## config.mk

```make
export PLATFORM = sky130hd
export DESIGN_NAME = first_fit_block_allocator
export DESIGN_NICKNAME = d
export VERILOG_FILES = /design/src/hw/rtl/ffba_pkg.sv /design/src/hw/rtl/first_fit_block_allocator.sv /design/src/hw/rtl/ffba_ram.sv
export SDC_FILE = /design/constraint.sdc
export NUM_CORES = 1
export LEC_CHECK = 0
export ABC_AREA = 1
export BUFFER_PORTS_ARGS = -buffer_cell sky130_fd_sc_hd__buf_2
export CORE_ASPECT_RATIO = 0.8
export CORE_MARGIN = 5
export CORE_UTILIZATION = 55
export DETAILED_ROUTE_END_ITERATION = 12
export PLACE_DENSITY = 0.83
export RECOVER_POWER = 100
export SETUP_SLACK_MARGIN = 0.2
export SLEW_MARGIN = 20
export SYNTH_ARGS = -nofsm -noshare
export SYNTH_HDL_FRONTEND = slang
export SYNTH_HIERARCHICAL = 1
export SYNTH_SLANG_ARGS = --single-unit
```

## constraint.sdc

```tcl
create_clock -name clock -period 11.6 [get_ports clock]
set_input_delay 2.32 -clock clock [delete_from_list [all_inputs] [get_ports clock]]
set_output_delay 2.32 -clock clock [all_outputs]
set_load 0.02 [all_outputs]
```

## src/hw/rtl/ffba_pkg.sv

```systemverilog
// Shared types and constants for the first-fit block allocator.
// No dependencies; used by the top level by scoped names.
package ffba_pkg;

   localparam int START_W = 7;   // width of a start index field
   localparam int LEN_W   = 8;   // width of a run length field

   localparam logic FUNC_MARK  = 1'b0;
   localparam logic FUNC_ALLOC = 1'b1;

   typedef enum logic [4:0] {
      ST_CLEAR = 5'b00001,
      ST_IDLE  = 5'b00010,
      ST_WRITE = 5'b00100,
      ST_SCAN  = 5'b01000,
      ST_RESP  = 5'b10000
   } state_type;

endpackage

```

## src/hw/rtl/first_fit_block_allocator.sv

```systemverilog
// First-fit allocator over a one-bit occupancy map held in a RAM.
// Depends on ffba_pkg and ffba_ram.
//
//   channel | direction | handshake          | payload
//   req     | in        | req_valid/req_stall | func, mark_value, seg_start, run_length
//   rsp     | out       | rsp_valid/rsp_stall | found, alloc_start
//
// After reset a clearing pass writes every cell free while req is stalled.
// A mark word writes one cell a cycle through the single RAM write port.
// An allocate word scans one cell per cycle through the registered RAM read;
// on success the found run is then marked busy in the map.
// Synchronous active-high reset; a waiting response does not block the next word.
module first_fit_block_allocator #(
   parameter int CELLS = 128
) (
   input  logic       clock,
   input  logic       reset,
   input  logic       req_valid,
   output logic       req_stall,
   input  logic       req_func,
   input  logic       req_mark_value,
   input  logic [6:0] req_seg_start,
   input  logic [7:0] req_run_length,
   output logic       rsp_valid,
   input  logic       rsp_stall,
   output logic       rsp_found,
   output logic [6:0] rsp_alloc_start
);

   localparam int AW = $clog2(CELLS);
   localparam int CW = (AW + 1 > ffba_pkg::LEN_W) ? AW + 1 : ffba_pkg::LEN_W;
   localparam int PW = CW + 1;
   localparam logic [PW-1:0] CELLS_P = PW'(CELLS);
   localparam logic [PW-1:0] LAST_P  = PW'(CELLS - 1);

   ffba_pkg::state_type state_ff, state_in;

   logic [PW-1:0] pos_ff, pos_in;
   logic [PW-1:0] end_ff, end_in;
   logic [PW-1:0] chk_ff, chk_in;
   logic [CW-1:0] len_ff, len_in;
   logic [CW-1:0] run_ff, run_in;
   logic          rd_vld_ff, rd_vld_in;
   logic          mval_ff, mval_in;
   logic          res_found_ff, res_found_in;
   logic [ffba_pkg::START_W-1:0] res_start_ff, res_start_in;
   logic          rsp_valid_ff, rsp_valid_in;
   logic          rsp_found_ff, rsp_found_in;
   logic [ffba_pkg::START_W-1:0] rsp_start_ff, rsp_start_in;

   logic          mem_we;
   logic          mem_wdata;
   logic          mem_rdata;

   logic [PW-1:0] req_start_p;
   logic [PW-1:0] req_len_p;
   logic [PW-1:0] req_end_p;
   logic [CW-1:0] run_next;
   logic [PW-1:0] where_p;

   ffba_ram #(
      .WIDTH (1),
      .DEPTH (CELLS)
   ) u_map (
      .clock   (clock),
      .wr_en   (mem_we),
      .wr_addr (pos_ff[AW-1:0]),
      .wr_data (mem_wdata),
      .rd_addr (pos_ff[AW-1:0]),
      .rd_data (mem_rdata)
   );

   assign req_start_p = PW'(req_seg_start);
   assign req_len_p   = PW'(req_run_length);
   assign req_end_p   = req_start_p + req_len_p;
   assign run_next    = run_ff + CW'(1);
   assign where_p     = chk_ff + PW'(1) - PW'(len_ff);

   always_comb begin
      state_in     = state_ff;
      pos_in       = pos_ff;
      end_in       = end_ff;
      chk_in       = chk_ff;
      len_in       = len_ff;
      run_in       = run_ff;
      rd_vld_in    = 1'b0;
      mval_in      = mval_ff;
      res_found_in = res_found_ff;
      res_start_in = res_start_ff;
      rsp_valid_in = rsp_valid_ff & rsp_stall;
      rsp_found_in = rsp_found_ff;
      rsp_start_in = rsp_start_ff;
      mem_we       = 1'b0;
      mem_wdata    = mval_ff;

      case (state_ff)
         ffba_pkg::ST_CLEAR: begin
            mem_we    = 1'b1;
            mem_wdata = 1'b0;
            pos_in    = pos_ff + PW'(1);
            if (pos_ff == LAST_P) begin
               state_in = ffba_pkg::ST_IDLE;
            end
         end
         ffba_pkg::ST_IDLE: begin
            if (req_valid) begin
               res_found_in = 1'b1;
               res_start_in = '0;
               if (req_func == ffba_pkg::FUNC_ALLOC) begin
                  len_in = CW'(req_run_length);
                  if (req_run_length == '0 || req_len_p > CELLS_P) begin
                     res_found_in = 1'b0;
                     state_in     = ffba_pkg::ST_RESP;
                  end else begin
                     pos_in   = '0;
                     run_in   = '0;
                     state_in = ffba_pkg::ST_SCAN;
                  end
               end else begin
                  mval_in = req_mark_value;
                  pos_in  = req_start_p;
                  end_in  = (req_end_p > CELLS_P) ? CELLS_P : req_end_p;
                  if (req_start_p >= CELLS_P || req_run_length == '0) begin
                     state_in = ffba_pkg::ST_RESP;
                  end else begin
                     state_in = ffba_pkg::ST_WRITE;
                  end
               end
            end
         end
         ffba_pkg::ST_WRITE: begin
            mem_we = 1'b1;
            pos_in = pos_ff + PW'(1);
            if (pos_ff + PW'(1) == end_ff) begin
               state_in = ffba_pkg::ST_RESP;
            end
         end
         ffba_pkg::ST_SCAN: begin
            // issue the next read while the previous cell's data is checked
            if (pos_ff < CELLS_P) begin
               rd_vld_in = 1'b1;
               chk_in    = pos_ff;
               pos_in    = pos_ff + PW'(1);
            end
            if (rd_vld_ff) begin
               if (!mem_rdata && run_next == len_ff) begin
                  pos_in       = where_p;
                  end_in       = chk_ff + PW'(1);
                  mval_in      = 1'b1;
                  res_found_in = 1'b1;
                  res_start_in = where_p[ffba_pkg::START_W-1:0];
                  rd_vld_in    = 1'b0;
                  state_in     = ffba_pkg::ST_WRITE;
               end else begin
                  run_in = mem_rdata ? '0 : run_next;
                  if (chk_ff == LAST_P) begin
                     res_found_in = 1'b0;
                     res_start_in = '0;
                     state_in     = ffba_pkg::ST_RESP;
                  end
               end
            end
         end
         ffba_pkg::ST_RESP: begin
            if (!rsp_valid_ff || !rsp_stall) begin
               rsp_valid_in = 1'b1;
               rsp_found_in = res_found_ff;
               rsp_start_in = res_start_ff;
               state_in     = ffba_pkg::ST_IDLE;
            end
         end
         default: begin
            state_in = ffba_pkg::ST_IDLE;
         end
      endcase
   end

   always_ff @(posedge clock) begin
      if (reset) begin
         state_ff     <= ffba_pkg::ST_CLEAR;
         pos_ff       <= '0;
         rd_vld_ff    <= 1'b0;
         rsp_valid_ff <= 1'b0;
      end else begin
         state_ff     <= state_in;
         pos_ff       <= pos_in;
         rd_vld_ff    <= rd_vld_in;
         rsp_valid_ff <= rsp_valid_in;
      end
      end_ff       <= end_in;
      chk_ff       <= chk_in;
      len_ff       <= len_in;
      run_ff       <= run_in;
      mval_ff      <= mval_in;
      res_found_ff <= res_found_in;
      res_start_ff <= res_start_in;
      rsp_found_ff <= rsp_found_in;
      rsp_start_ff <= rsp_start_in;
   end

   assign req_stall       = (state_ff != ffba_pkg::ST_IDLE);
   assign rsp_valid       = rsp_valid_ff;
   assign rsp_found       = rsp_found_ff;
   assign rsp_alloc_start = rsp_start_ff;

`ifndef SYNTHESIS
   a_fail_zero_start: assert property (@(posedge clock) disable iff (reset)
      (rsp_valid && !rsp_found) |-> (rsp_alloc_start == '0))
      else $error("failed allocation reports nonzero start");

   a_leave_idle: assert property (@(posedge clock) disable iff (reset)
      (req_valid && !req_stall) |=> (state_ff != ffba_pkg::ST_IDLE))
      else $error("accepted word did not start processing");

   a_no_write_in_scan: assert property (@(posedge clock) disable iff (reset)
      (state_ff == ffba_pkg::ST_SCAN) |-> !mem_we)
      else $error("map written during scan");

   a_rsp_from_resp: assert property (@(posedge clock) disable iff (reset)
      $rose(rsp_valid_ff) |-> $past(state_ff == ffba_pkg::ST_RESP))
      else $error("response raised outside response state");

   a_write_in_range: assert property (@(posedge clock) disable iff (reset)
      mem_we |-> (pos_ff < CELLS_P))
      else $error("map write beyond last cell");
`endif

endmodule

```

## src/hw/rtl/ffba_ram.sv

```systemverilog
// Generic single-write, single-read synchronous RAM with registered read data.
// No dependencies.
module ffba_ram #(
   parameter int WIDTH = 1,
   parameter int DEPTH = 128
) (
   input  logic                     clock,
   input  logic                     wr_en,
   input  logic [$clog2(DEPTH)-1:0] wr_addr,
   input  logic [WIDTH-1:0]         wr_data,
   input  logic [$clog2(DEPTH)-1:0] rd_addr,
   output logic [WIDTH-1:0]         rd_data
);

   logic [WIDTH-1:0] mem [DEPTH];
   logic [WIDTH-1:0] rd_data_ff;

   always_ff @(posedge clock) begin
      if (wr_en) begin
         mem[wr_addr] <= wr_data;
      end
      rd_data_ff <= mem[rd_addr];
   end

   assign rd_data = rd_data_ff;

endmodule

```

==> impl_metrics.json, run 1 <==
{
  "status": "finished, violations left",
  "violations": "capacitance limit, slew limit",
  "cts_hold_repair.buffers": 0,
  "cts_made_buffers": 17,
  "netlist_instances": 1211,
  "fp.dieW_um": 164,
  "grt_max_degree": 129,
  "core_region_area_mm2": 0.0187,
  "final_core_util": 0.600,
  "clock_latency_ns": 0.44,
  "worst_r2r_path_depth": 12,
  "clk_pin_slew_ns": 0.08,
  "switching_power_mw": 0.885,
  "mostFrequentLayoutCell": "nand2_1",
  "area_growth_pct": 8.24,
  "cts-root-buf": "clkbuf_16",
  "power_frac_seq": 0.414,
  "ant_nets": 0,
  "dp_hpwl_um": 16300,
  "p_per_area_mw_per_mm2": 206,
  "cp.arrival_ns": 6.80,
  "grt_pass1_wl_um": 39700,
  "rows": 45,
  "rrSetupSlack_ns": 5.11,
  "ys_seq_area_frac": 0.550,
  "cell_internal_pwr_mw": 1.44,
  "swShare": 0.381,
  "ys_ff_latch": 196,
  "drt_pass1_iterations": 6,
  "critPathCaptureType": "flip-flop",
  "synth_area_mm2": 0.0104,
  "irDropWorstVdd_mv": 0.115,
  "design.portCount": 31,
  "tightest_slew_ns": 3.49,
  "setup_viol": 0,
  "worst_hold_path_type": "flip-flop to flip-flop",
  "grt_antenna_before_repair": 0,
  "crit_start": "pos_ff[0]$_SDFFE_PP0P_",
  "worstSetupStartpointType": "flip-flop",
  "fin_setup_tns_ns": 0,
  "skew_ns": 0.0106,
  "synth_cell_type_count": 39,
  "finalHoldViolations": 0,
  "p_leak_nw": 4.35,
  "fin_crit_sh": 0.560,
  "start_util": 0.554,
  "maxSlewViolCount": 206,
  "maxCapViolations": 3,
  "drt_iter0_drc": 1060,
  "clock_tree.buffer_depth": 2,
  "first_global_vias": 7742,
  "grtUsageTotal": 0.231,
  "drive_gt1_frac": 0.0572,
  "yosysWarnings": 6,
  "grt_overflow_total": 0,
  "p_clk_frac": 0.263,
  "nNetsFinal": 1269,
  "crit_path_end": "u_map/rd_data$_DFF_P_",
  "post_cts_resize_count": 0,
  "grt.met1_usage": 0.345,
  "top_usage_layer": "met2",
  "worstPathRequired_ns": 11.90,
  "maxSlewHeadroom": -1.33,
  "wl_per_cell_um": 16.9,
  "drt_wl_total_um": 25400,
  "grt_use_met2": 0.348,
  "die_area_mm2": 0.0217,
  "viasPerCell": 5.71,
  "fmax_mhz": 154,
  "r2r-end": "u_map/rd_data$_DFF_P_",
  "cts_tree": "yes",
  "antenna_cells": 0,
  "regToRegStartpoint": "pos_ff[0]$_SDFFE_PP0P_",
  "cts_num_sinks": 196,
  "path_class": "flip-flop to flip-flop",
  "power.share.combinational": 0.323,
  "syn-num-nets": 1252,
  "post-route-drc-count": 0,
  "htree_num_levels": 4,
  "syn_area_per_cell_um2": 8.58,
  "finalCriticalPeriod_ns": 6.49,
  "most-common-layout-cells": "335 x nand2_1, 196 x nor2_1, 186 x nand3_1",
  "rsz0062_at_grt": "no",
  "vias": 8553,
  "io_buffer_count": 30,
  "met3_usage": 0.0573,
  "gp_congestion": 0.936,
  "whs_ns": 0.420,
  "die_h_um": 133,
  "cts_setup_buffers": 0,
  "critPathMaxFanout": 73
}
## stage by stage
step | power (mW) | cells | worst slack, ns | area [um2]
floorplan | 1.50 | 1211 | 7.19 | 10400
global placement | 1.67 | 1466 | 7.21 | 10700
detailed placement | 1.69 | 1466 | 7.17 | 10700
CTS | 2.29 | 1498 | 7.62 | 11300
global route | 2.44 | 1499 | 4.75 | 11200
finish | 2.32 | 1499 | 5.11 | 11200
## area by class of cell
cell class | count | area [um2]
sequential | 196 | 5720
clock inverter | 15 | 191
clock buffer | 17 | 425
inverter | 107 | 403
fill | 1565 | 7510
multi-input combinational | 868 | 4020
timing repair buffer | 38 | 164
tap | 258 | 323
## registers in the layout, indices dropped and copies added, names as in the netlist
signal,count
chk_ff,9
end_ff,9
len_ff,8
mval_ff,1
pos_ff,9
rd_vld_ff,1
res_found_ff,1
res_start_ff,7
rsp_alloc_start,7
rsp_found,1
rsp_valid,1
run_ff,8
state_ff,5
u_map/mem,128
u_map/rd_data,1
## worst max-delay path, stage by stage (launching register included)
cell	delay, ns
dfxtp_1	0.49
clkbuf_1	2.49
clkinv_2	1.99
nand2_1	0.37
nand3_1	0.14
nand3_1	0.21
nand3_1	0.15
nand2_1	0.13
nand2_1	0.06
nand3_1	0.09
nand2_1	0.05
nand2_1	0.05
nand2_1	0.11
## cell families after synthesis
kind of cell    count (synthesis)  synth area share
fa+ha+maj                      20            0.0255
simple gates                  768             0.316
compound gates                 63            0.0342
flops                         196             0.550
xor+xnor                       17            0.0143
buf+inv                       147            0.0599
## worst min-delay path by stage
| stage | start | end | cells after the start |
|---|---|---|---|
| floorplan | res_start_ff[0]$_SDFFCE_PN0P_ | rsp_alloc_start[0]$_DFFE_PP_ | 0 |
| global placement | res_start_ff[2]$_SDFFCE_PN0P_ | rsp_alloc_start[2]$_DFFE_PP_ | 0 |
| detailed placement | res_start_ff[0]$_SDFFCE_PN0P_ | rsp_alloc_start[0]$_DFFE_PP_ | 0 |
| CTS | res_start_ff[0]$_SDFFCE_PN0P_ | rsp_alloc_start[0]$_DFFE_PP_ | 0 |
| global route | res_found_ff$_DFFE_PP_ | rsp_found$_DFFE_PP_ | 0 |
| finish | res_start_ff[0]$_SDFFCE_PN0P_ | rsp_alloc_start[0]$_DFFE_PP_ | 0 |
## per-layer routing
layer,up-vias,share of wire
met5,-,0
met4,0,0.0096
met3,27,0.12
met2,502,0.45
met1,3958,0.43
li1,4066,-
## Yosys cell counts, drive strengths merged
| cell type | instances | area (um2) |
|---|---|---|
| nand3 | 189 | 971 |
| o22ai | 6 | 37.5 |
| inv | 106 | 398 |
| nor4 | 1 | 21.3 |
| or2 | 5 | 31.3 |
| buf | 27 | 171 |
| nor3 | 17 | 90.1 |
| nand3b | 4 | 30.0 |
| nand4 | 10 | 62.6 |
| nor2 | 202 | 783 |
| xnor2 | 5 | 43.8 |
| xor2 | 12 | 105 |
| o21bai | 1 | 7.51 |
| o21ai | 23 | 123 |
| dfxtp | 17 | 340 |
| clkinv | 1 | 3.75 |
| clkbuf | 13 | 48.8 |
| edfxtp | 179 | 5380 |
| nand2 | 338 | 1280 |
| ha | 18 | 225 |
| fa | 2 | 40.0 |
| a21oi | 27 | 146 |
| and2 | 2 | 12.5 |
| a31oi | 3 | 18.8 |
| o21a | 1 | 7.51 |
| o211ai | 1 | 7.51 |
| a22oi | 1 | 7.51 |
## power by group through the flow
stage | Clock [mW] | Sequential [mW] | Combinational, mW
2_1_floorplan | 0 | 0.957 | 0.541
3_3_place_gp | 0 | 0.965 | 0.704
3_5_place_dp | 0 | 0.968 | 0.723
4_1_cts | 0.611 | 0.952 | 0.729
5_1_grt | 0.646 | 0.967 | 0.828
6_report | 0.610 | 0.960 | 0.750
(Power assumes the default switching activity.)
==> run 2, diff against run 1 <==
--- a/config.mk
+++ b/config.mk
@@ -5,7 +5,7 @@
 export SDC_FILE = /design/constraint.sdc
 export NUM_CORES = 1
 export LEC_CHECK = 0
-export ABC_AREA = 1
+export ABC_AREA = 0
 export BUFFER_PORTS_ARGS = -buffer_cell sky130_fd_sc_hd__buf_2
 export CORE_ASPECT_RATIO = 0.8
 export CORE_MARGIN = 5
==> constraint.sdc (replaced) <==
create_clock -name clock -period 6.7 [get_ports clock]
set_input_delay 1.34 -clock clock [delete_from_list [all_inputs] [get_ports clock]]
set_output_delay 1.34 -clock clock [all_outputs]
set_load 0.02 [all_outputs]
==> impl_metrics.json, run 2 <==
{
  "status": "finished, violations left",
  "violations": "capacitance limit, slew limit",
  "drt_wl_total_um": 23000,
  "ff_latch_area_mm2": 0.00572,
  "die_area_mm2": 0.0210,
  "cts-root-buf": "clkbuf_16",
  "grt_antenna_before_repair": 0,
  "path_class": "flip-flop to flip-flop",
  "largest_reg_flops": 128,
  "critPathMaxFanout": 46,
  "cts_tree": "yes",
  "synth_edf_count": 179,
  "synthFlopType": "edfxtp_1",
  "power_frac_seq": 0.443,
  "cp.arrival_ns": 5.17,
  "power.share.combinational": 0.245,
  "dp.cells": 1055,
  "maxCapViolations": 3,
  "total_power_mw": 3.25,
  "grt_overflow_total": 0,
  "tightest_slew_ns": 2.78,
  "rows": 44,
  "skew_ns": 0.00989,
  "p_per_area_mw_per_mm2": 298,
  "design.portCount": 31,
  "nNetsFinal": 886,
  "critPathBufInv": 1,
  "post-route-drc-count": 0,
  "mostFrequentLayoutCell": "nor2_1",
  "wl_per_cell_um": 21.2,
  "rrSetupSlack_ns": 1.86,
  "post_cts_resize_count": 0,
  "rsz0062_at_grt": "no",
  "gp_congestion": 0.880,
  "drt_pass1_iterations": 6,
  "ys_ff_latch": 196,
  "viasPerCell": 6.26,
  "worstSetupStartpointType": "flip-flop",
  "htree_num_levels": 4,
  "hp-start": "res_found_ff$_DFFE_PP_",
  "top_register": "u_map/mem",
  "die_h_um": 131,
  "area_growth_pct": 8.98,
  "clk_pin_slew_ns": 0.07,
  "worstPathRequired_ns": 7.03,
  "synth_area_leaders": "edfxtp_1 54%, nor2_1 6.8%, mux4_2 5.9%",
  "fp.dieW_um": 161,
  "syn_area_per_cell_um2": 12.1,
  "switching_power_mw": 1.00,
  "synth_top_cell_area_share": 0.538,
  "maxSlewViolCount": 146,
  "met3_length_um": 2580,
  "drive_gt1_frac": 0.100,
  "synth_area_mm2": 0.0100,
  "antenna_cells": 0,
  "worst_hold_path_type": "flip-flop to flip-flop",
  "regToRegStartpoint": "pos_ff[1]$_SDFFE_PP0P_",
  "dp_hpwl_um": 15000,
  "yosys.cell_count.top_type": "nor2_1",
  "worst_r2r_path_depth": 9,
  "cts_setup_buffers": 0,
  "clock_tree.buffer_depth": 2,
  "hold_depth": 0,
  "most-common-layout-cells": "180 x nor2_1, 179 x edfxtp_1, 45 x nand2_1",
  "p_clk_frac": 0.312,
  "fin_setup_tns_ns": 0,
  "grtUsageTotal": 0.223,
  "yosysTopAreaCell": "edfxtp_1",
  "cell_internal_pwr_mw": 2.25,
  "grt_max_degree": 129,
  "ys_seq_area_frac": 0.572,
  "io_buffer_count": 30,
  "cts_num_sinks": 196,
  "holdPathEnd": "rsp_found$_DFFE_PP_",
  "core_region_area_mm2": 0.0180,
  "cp_slowest_cell": "clkbuf_1",
  "vias": 6806,
  "clock_latency_ns": 0.43,
  "setup_viol": 0,
  "p_leak_nw": 3.58,
  "slowest_delay_ns": 1.94,
  "synthTopCellsByCount": "180 x nor2_1, 179 x edfxtp_1, 45 x nand2_1",
  "grt_pass1_wl_um": 36000,
  "fin_crit_sh": 0.722,
  "drt_iter0_drc": 923,
  "finalHoldViolations": 0,
  "irDropWorstVdd_mv": 0.240,
  "syn-num-nets": 865,
  "stdcell_count": 1088,
  "multiInputGateArea_mm2": 0.00403,
  "fill_cells": 1362,
  "cts_made_buffers": 17,
  "maxSlewHeadroom": -0.856,
  "ant_nets": 0,
  "cts_hold_repair.buffers": 0,
  "crit_chain": "clkbuf_1 > ha_1 > nand3_1 > nor2_1 > xnor2_1 > o2111ai_1 > o31ai_1 > o21ai_1 > o32ai_1",
  "async_flop_share": 0,
  "wl_met1_um": 9570,
  "finalCriticalPeriod_ns": 4.84,
  "fmax_mhz": 207,
  "swShare": 0.308,
  "wl_met2_um": 10600,
  "yosysWarnings": 6,
  "crit_family": "buffers and inverters",
  "critPathCaptureType": "flip-flop",
  "synth_cell_type_count": 72,
  "r2r-end": "state_ff[4]$_SDFFE_PP0P_",
  "netlist_instances": 824,
  "start_util": 0.555,
  "first_global_vias": 6454,
  "top_layer": "met4"
}
[run 2: per-stage QoR]
stage | worst slack [ns] | instance area [um2] | hold slack [ns] | utilization
finish | 1.86 | 10900 | 0.422 | 0.605
global route | 1.64 | 10900 | 0.429 | 0.605
CTS | 3.33 | 10900 | 0.424 | 0.607
detailed placement | 3.00 | 10300 | 0.406 | 0.575
global placement | 3.09 | 10300 | 0.405 | 0.575
floorplan | 3.52 | 10000 | 0.400 | -
[run 2: cell type report]
| class | instances | share of cell area |
|---|---|---|
| tap | 230 | 0.0264 |
| timing repair buffer | 40 | 0.0178 |
| inverter | 22 | 0.00758 |
| clock buffer | 19 | 0.0416 |
| multi-input combinational | 568 | 0.369 |
| sequential | 196 | 0.525 |
| clock inverter | 13 | 0.0126 |
[run 2: how the worst max path moves through the flow]
stage,depth (start not counted),from,slack (ns),to
after global routing,8,pos_ff[2]$_SDFFE_PP0P_,1.64,state_ff[4]$_SDFFE_PP0P_
after detailed placement,8,req_run_length[2],3.00,pos_ff[1]$_SDFFE_PP0P_
final,9,pos_ff[1]$_SDFFE_PP0P_,1.86,state_ff[4]$_SDFFE_PP0P_
after CTS,8,run_ff[0]$_SDFFCE_PP0P_,3.33,res_found_ff$_DFFE_PP_
after floorplan,9,req_seg_start[0],3.52,end_ff[7]$_DFFE_PP_
after global placement,8,req_run_length[2],3.09,pos_ff[1]$_SDFFE_PP0P_
[run 2: cells by family after synthesis]
kind of cell | share of synthesized area
and+or+nand+nor | 0.164
DFF | 0.572
adders and majority gates | 0.0265
buffers and inverters | 0.0254
AOI/OAI and AO/OA | 0.0693
xor gates and xnor gates | 0.0531
muxes | 0.0900
[run 2: metal layers]
metal,GRT usage,vias to the layer above
li1,-,3099
met1,0.314,3311
met2,0.343,366
met3,0.0693,30
met4,0.0557,0
met5,0,-
[run 2: power by group through the flow]
stage | Clock, mW | Combinational [mW] | Sequential [mW]
2_1_floorplan | 0 | 0.564 | 1.46
3_3_place_gp | 0 | 0.750 | 1.46
3_5_place_dp | 0 | 0.766 | 1.47
4_1_cts | 1.02 | 0.775 | 1.44
5_1_grt | 1.08 | 0.852 | 1.44
6_report | 1.02 | 0.797 | 1.44
[run 2: worst register-to-register path, cell delays in order (launching register included)]
cell	delay (ns)
dfxtp_1	0.32
clkbuf_1	1.94
ha_1	0.51
nand3_1	0.21
nor2_1	0.61
xnor2_1	0.24
o2111ai_1	0.25
o31ai_1	0.35
o21ai_1	0.14
o32ai_1	0.17
==> run 3, diff against run 2 <==
==> constraint.sdc (replaced) <==
create_clock -name clock -period 4.9 [get_ports clock]
set_input_delay 0.98 -clock clock [delete_from_list [all_inputs] [get_ports clock]]
set_output_delay 0.98 -clock clock [all_outputs]
set_load 0.02 [all_outputs]
==> impl_metrics.json, run 3 (same netlist as run 2, synthesis figures left out) <==
{
  "fmax_mhz": 265,
  "p_per_area_mw_per_mm2": 409,
  "p_leak_nw": 3.60,
  "start_util": 0.555,
  "rsz0062_at_grt": "no",
  "critPathCaptureType": "flip-flop",
  "cts_setup_buffers": 0,
  "mostFrequentLayoutCell": "nor2_1",
  "whs_ns": 0.421,
  "fill_cells": 1310,
  "die_h_um": 131,
  "finalCriticalPeriod_ns": 3.78,
  "top_register": "u_map/mem",
  "area_growth_pct": 9.05,
  "drt_iter0_drc": 1008,
  "power_frac_seq": 0.461,
  "path_class": "flip-flop to flip-flop",
  "most-common-layout-cells": "180 x nor2_1, 179 x edfxtp_1, 45 x nand2_1",
  "drt_wl_total_um": 22800,
  "switching_power_mw": 1.42,
  "rrSetupSlack_ns": 1.12,
  "antenna_cells": 0,
  "grtUsageTotal": 0.221,
  "grt_max_degree": 82,
  "grt_pass1_wl_um": 35500,
  "hp-start": "res_found_ff$_DFFE_PP_",
  "rows": 44,
  "cts-root-buf": "clkbuf_16",
  "gp_congestion": 0.938,
  "io_buffer_count": 30,
  "fin_crit_sh": 0.771,
  "grt_antenna_before_repair": 0,
  "worst_hold_path_type": "flip-flop to flip-flop",
  "cts_tree": "yes",
  "post_cts_resize_count": 0,
  "drive_gt1_frac": 0.104,
  "tightest_slew_ns": 1.69,
  "holdPathEnd": "rsp_found$_DFFE_PP_",
  "ant_nets": 0,
  "maxCapViolations": 3,
  "critPathMaxFanout": 34,
  "fin_setup_tns_ns": 0,
  "post-route-drc-count": 0,
  "clock_latency_ns": 0.45,
  "cts_num_sinks": 196,
  "largest_reg_flops": 128,
  "nNetsFinal": 885,
  "drt_pass1_iterations": 8,
  "violations": "capacitance limit, slew limit",
  "grt_overflow_total": 0,
  "maxSlewViolCount": 119,
  "status": "finished, violations left",
  "wl_per_cell_um": 21.0,
  "die_area_mm2": 0.0210,
  "r2r-end": "state_ff[4]$_SDFFE_PP0P_",
  "design.portCount": 31,
  "first_global_vias": 6405,
  "clk_pin_slew_ns": 0.08,
  "worstPathRequired_ns": 5.25,
  "worst_r2r_path_depth": 8,
  "vias": 6968,
  "dp_hpwl_um": 15000,
  "cts_made_buffers": 17,
  "regToRegStartpoint": "pos_ff[1]$_SDFFE_PP0P_",
  "p_clk_frac": 0.320,
  "maxSlewHeadroom": -0.129,
  "irDropWorstVdd_mv": 0.298,
  "core_region_area_mm2": 0.0180,
  "swShare": 0.317,
  "setup_viol": 0,
  "worstSetupStartpointType": "flip-flop",
  "total_power_mw": 4.46,
  "cp.arrival_ns": 4.13,
  "clock_tree.buffer_depth": 2,
  "power.share.combinational": 0.220,
  "cts_hold_repair.buffers": 0,
  "fp.dieW_um": 161,
  "cell_internal_pwr_mw": 3.05,
  "skew_ns": 0.0107,
  "viasPerCell": 6.41,
  "finalHoldViolations": 0,
  "hold_depth": 0,
  "htree_num_levels": 4
}
-- run 3: cell count changes in the layout (fill, tap and decap cells not counted), moves of 2 or more --
| cell | previous run | this run |
|---|---|---|
| clkbuf_1 | 27 | 23 |
| clkinv_8 | 0 | 4 |
| clkinvlp_4 | 3 | 0 |
| inv_6 | 3 | 6 |
| buf_2 | 10 | 12 |
| buf_4 | 2 | 4 |
| clkbuf_8 | 2 | 0 |
| inv_8 | 4 | 2 |
-- run 3: power groups by stage --
stage	sequential, mW	clock (mW)	combinational (mW)
3_5_place_dp	2.09	0	0.955
5_1_grt	2.06	1.50	1.05
3_3_place_gp	2.09	0	0.936
4_1_cts	2.05	1.43	0.967
2_1_floorplan	2.00	0	0.771
6_report	2.05	1.43	0.980
-- run 3: layout make-up --
cell class / instances / area, um2 / share of cell area
multi-input cells: 568 / 4030 / 0.369
flip-flops and latches: 196 / 5720 / 0.524
clock inverters: 15 / 188 / 0.0172
well taps: 230 / 288 / 0.0264
inverters: 22 / 82.6 / 0.00757
repair buffers: 39 / 176 / 0.0162
clock buffers: 17 / 425 / 0.0390
-- run 3: stage by stage --
stage / setup slack (ns) / cells / utilization / cell area (um2)
2_1_floorplan: 1.97 / 824 / - / 10000
3_3_place_gp: 1.68 / 1055 / 0.575 / 10300
3_5_place_dp: 1.60 / 1055 / 0.575 / 10300
4_1_cts: 1.66 / 1087 / 0.609 / 11000
5_1_grt: 1.03 / 1087 / 0.606 / 10900
6_report: 1.12 / 1087 / 0.606 / 10900
-- run 3: how the worst max path moves through the flow --
| stage | endpoint | startpoint | slack (ns) | cells past startpoint |
|---|---|---|---|---|
| 2_1_floorplan | end_ff[0]$_DFFE_PP_ | run_ff[0]$_SDFFCE_PP0P_ | 1.97 | 7 |
| 3_3_place_gp | run_ff[0]$_SDFFCE_PP0P_ | req_run_length[2] | 1.68 | 7 |
| 3_5_place_dp | run_ff[0]$_SDFFCE_PP0P_ | req_run_length[2] | 1.60 | 7 |
| 4_1_cts | res_start_ff[5]$_SDFFCE_PN0P_ | run_ff[0]$_SDFFCE_PP0P_ | 1.66 | 8 |
| 5_1_grt | state_ff[4]$_SDFFE_PP0P_ | pos_ff[1]$_SDFFE_PP0P_ | 1.03 | 8 |
| 6_report | state_ff[4]$_SDFFE_PP0P_ | pos_ff[1]$_SDFFE_PP0P_ | 1.12 | 8 |
-- run 3: critical path, cell delays in order, from the launching register on --
cell,delay [ns]
dfxtp_1,1.36
ha_1,0.42
nand3_1,0.23
nor2_1,0.53
xnor2_1,0.25
o2111ai_1,0.27
o31ai_1,0.35
o21ai_0,0.14
o32ai_1,0.14
-- run 3: layer usage --
metal	vias to the layer above	track usage	wire, um	share of wire
li1	3104	-	-	-
met1	3367	0.316	9570	0.42
met2	429	0.335	10100	0.44
met3	68	0.0546	2580	0.11
met4	0	0.0767	567	0.025
met5	-	0	0	0
